File: src/sv/fvrb_mac.sv
module fvrb_mac (
    input  logic                clk,
    input  logic signed [31:0]  a,
    input  logic signed [16:0]  b,
    input  logic signed [47:0]  acc,
    output logic signed [47:0]  res_reg
);
    logic signed [47:0] prod;

    assign prod = a * b;

    always_ff @(posedge clk)
    begin
        res_reg <= acc + prod;
    end
endmodule

File: config.mk
export PLATFORM = sky130hd
export DESIGN_NAME = fvrb_mac
export DESIGN_NICKNAME = d
export VERILOG_FILES = /design/src/sv/fvrb_mac.sv
export SDC_FILE = /design/constraint.sdc
export NUM_CORES = 2
export LEC_CHECK = 0
export ABC_AREA = 0
export BUFFER_PORTS_ARGS = -buffer_cell sky130_fd_sc_hd__clkbuf_2
export CORE_UTILIZATION = 58
export CTS_CLUSTER_DIAMETER = 150
export DETAILED_ROUTE_END_ITERATION = 6
export PLACE_DENSITY = 0.91
export SYNTH_ARGS = -nofsm -noshare
export SYNTH_HDL_FRONTEND = slang
export SYNTH_SLANG_ARGS = --single-unit
File: constraint.sdc
create_clock -name clk -period 6.43 [get_ports clk]
set_input_delay 1.286 -clock clk [delete_from_list [all_inputs] [get_ports clk]]
set_output_delay 1.286 -clock clk [all_outputs]
set_load 0.1 [all_outputs]
==> key figures <==
Run status
  – Failing checks: design-rule violations, negative setup slack
  – Status: complete, but fails checks

Logic synthesis
  – Synth area leader: fa_1
  – Cell Area, Synth: 21100 um2
  – Prevailing post-synth register cell: dfxtp_1
  – Count leader, synth: inv_1
  – Top cells by count, synth: 628 x inv_1, 571 x fa_1, 309 x nand2_1, 220 x and2_1, 129 x ha_1
  – Syn nets: 3067
  – Unique masters post-synth: 48
  – FF+latch count, synth: 48
  – Area contributors post-synth: fa_1 54%, inv_1 11%, ha_1 7.7%
  – EDFF count, synth: 0
  – Syn avg cell area: 9.30 um2
  – Yosys Warn Count: 0
  – Mapped Cells: 2269
  – Share of synthesized registers carrying an async set or reset: 0%
  – Yosys top cell area share: 54.2%
  – Sequential share of the synthesized area: 4.55%

Clock network
  – TritonCTS buffer count: 5
  – CTS Buffer Depth: 2
  – H-tree depth: 2
  – Root Driver: clkbuf_16
  – TritonCTS clock tree: built
  – Hold buffer count at cts: 0
  – Clk sinks: 48
  – Clock Pin Slew Worst Setup and Hold Paths: 0.08 ns

Run
  – Max-cap violations: 0

Floorplanning
  – Initial Utilization: 59.2%
  – DIE WIDTH: 193 um
  – Die H: 193 um
  – Rows: 69
  – I/O Pins: 146
  – Die area: 37100 um2
  – Core footprint: 35700 um2

Timing
  – Fin crit period: 7.63 ns
  – Final period utilization: 119%
  – Max Freq: 131 MHz
  – Slew Viols, Final: 0
  – Final setup vio count: 30
  – RSZ-0062 raised after global routing: yes
  – Final setup TNS: -20.05 ns
  – Endpoints failing hold: 0
  – Worst Tran Pin Value: 0.565 ns
  – Fin worst setup slack: -1.20 ns
  – Relative slew slack: 62.5%

Placement
  – Cell Area, Placed: 24700 um2
  – Final GP Congestion: 0.988
  – DP HPWL: 51400 um
  – Number of buffers added on ports: 145

Cells and area
  – Core Util, Final: 75.7%
  – Max FFs per register: 48
  – Design Area, Final: 27000 um2
  – Share of cells above drive strength 1: 27.0%
  – Area Overhead vs Synth: 28.0%
  – Final net count: 3500

Worst setup path
  – Worst-path maximum fanout: 10
  – CP required: 6.67 ns
  – Endpoint type of the worst setup path: flop
  – Arr. time, crit path: 7.87 ns
  – Type of origin of the critical path: primary input
  – Setup Crit Path Kind: in2reg

Detailed routing
  – Drt total wl: 80600 um
  – DR iter-0 viols: 2359
  – TritonRoute pass-1 iters: 7
  – Residual DRC count: 174
  – Wire per inst: 25.5 um
  – Vias: 19266
  – Antenna viol nets, final: 0
  – Routed vias/inst: 6.09

GRT
  – Largest net degree at the start of global routing: 34
  – First-pass GRT wire length: 106000 um
  – Initial antenna violation count: 6
  – Global Route Usage Sum: 38.5%
  – Vias in the first global route: 20538
  – Total gr overflow: 0

Min path
  – WHS Path Cells: 2
  – Hold Crit Class: in2reg
[stage by stage]
step / hold WS (ns) / std cells / setup WS [ns]
2_1_floorplan: 1.42 / 2269 / -0.263
3_3_place_gp: 1.52 / 3077 / -1.24
3_5_place_dp: 1.54 / 3077 / -1.35
4_1_cts: 1.18 / 3111 / -0.560
5_1_grt: 1.17 / 3164 / -1.21
6_report: 1.17 / 3166 / -1.20
[logic make-up (layout without fill, tap and decap cells)]
logic type               count (synthesis)  in the layout  share of synthesized area [%]
adder cells (fa/ha/maj)                700            700                           61.8
XOR/XNOR                                52             52                           2.16
AND/OR/NAND/NOR                        617            617                           14.3
multiplexers                             2              2                         0.0949
buffers and inverters                  712           1146                           12.7
other                                    0              2                              0
flip-flops                              48             48                           4.55
AO/OA/AOI/OAI                          138            138                           4.39
[what timing repair did]
item	in CTS	in global routing
setup buffers	27	54
resized for setup	111	277
pin swaps	72	140
setup endpoints to repair	32	33
cloned	1	7
[layout by cell type, fill, tap and decap left out, types with 4 or more instances in the layout]
cell type / n
o21ai_0: 6
nor2_4: 4
buf_8: 13
and2_4: 14
fa_1: 540
inv_2: 36
nor2_1: 18
nand2_1: 283
ha_4: 20
nand4_1: 4
nor2_2: 5
a21oi_1: 16
nor2b_1: 27
clkbuf_16: 12
nand2_4: 8
and2_1: 206
o21ai_4: 5
xnor2_2: 5
clkbuf_2: 112
a21o_1: 30
o21a_1: 5
inv_1: 591
a21oi_2: 15
nand2b_1: 10
o21ai_2: 7
nand2_2: 17
ha_1: 108
buf_4: 295
buf_6: 48
xor2_1: 11
xnor2_1: 36
fa_2: 31
a21oi_4: 8
o21ai_1: 6
dfxtp_1: 48
a31oi_4: 5
buf_12: 29
[metal layers]
layer	up-vias	routed length [um]	track usage (%)
met2	1804	36600	64.7
met5	-	363	0
met4	21	8490	25.9
met1	9281	23600	42.3
li1	7338	-	-
met3	822	11500	11.0
[final cells by class]
class | instances | area [um2]
fillers | 1896 | 8650
clock inverters | 3 | 90.1
repair buffers | 510 | 4320
inverters | 628 | 2360
well taps | 461 | 577
flip-flops and latches | 48 | 961
multi-input cells | 1509 | 18600
diodes | 2 | 5.00
clock buffers | 5 | 125
[worst max-delay path, stage by stage]
cell and delay (ns):
buf_4 0.15, buf_12 0.15, buf_4 0.12, nand2_1 0.21, fa_1 0.63, inv_1 0.07, fa_1 0.51, fa_1 0.85
fa_1 0.56, fa_1 0.52, inv_1 0.06, fa_1 0.49, inv_1 0.07, ha_4 0.22, a21o_4 0.22, a31o_4 0.28
nor2_4 0.13, buf_4 0.14, a21oi_2 0.08, o21ai_2 0.22, o21ai_4 0.10, a22oi_2 0.30, o21ai_4 0.13, a221oi_2 0.27
xnor2_1 0.10
[path summary, 6_finish.rpt]
| kind | start | endpoint | slack (ns) |
|---|---|---|---|
| worst min-delay path | acc[0] | res_reg[0] | 1.17 |
| worst max-delay path | b[11] | res_reg[47] | -1.20 |
Power is not shown: default switching activity piles up to over one toggle a cycle in this logic, so the estimate is an artifact.
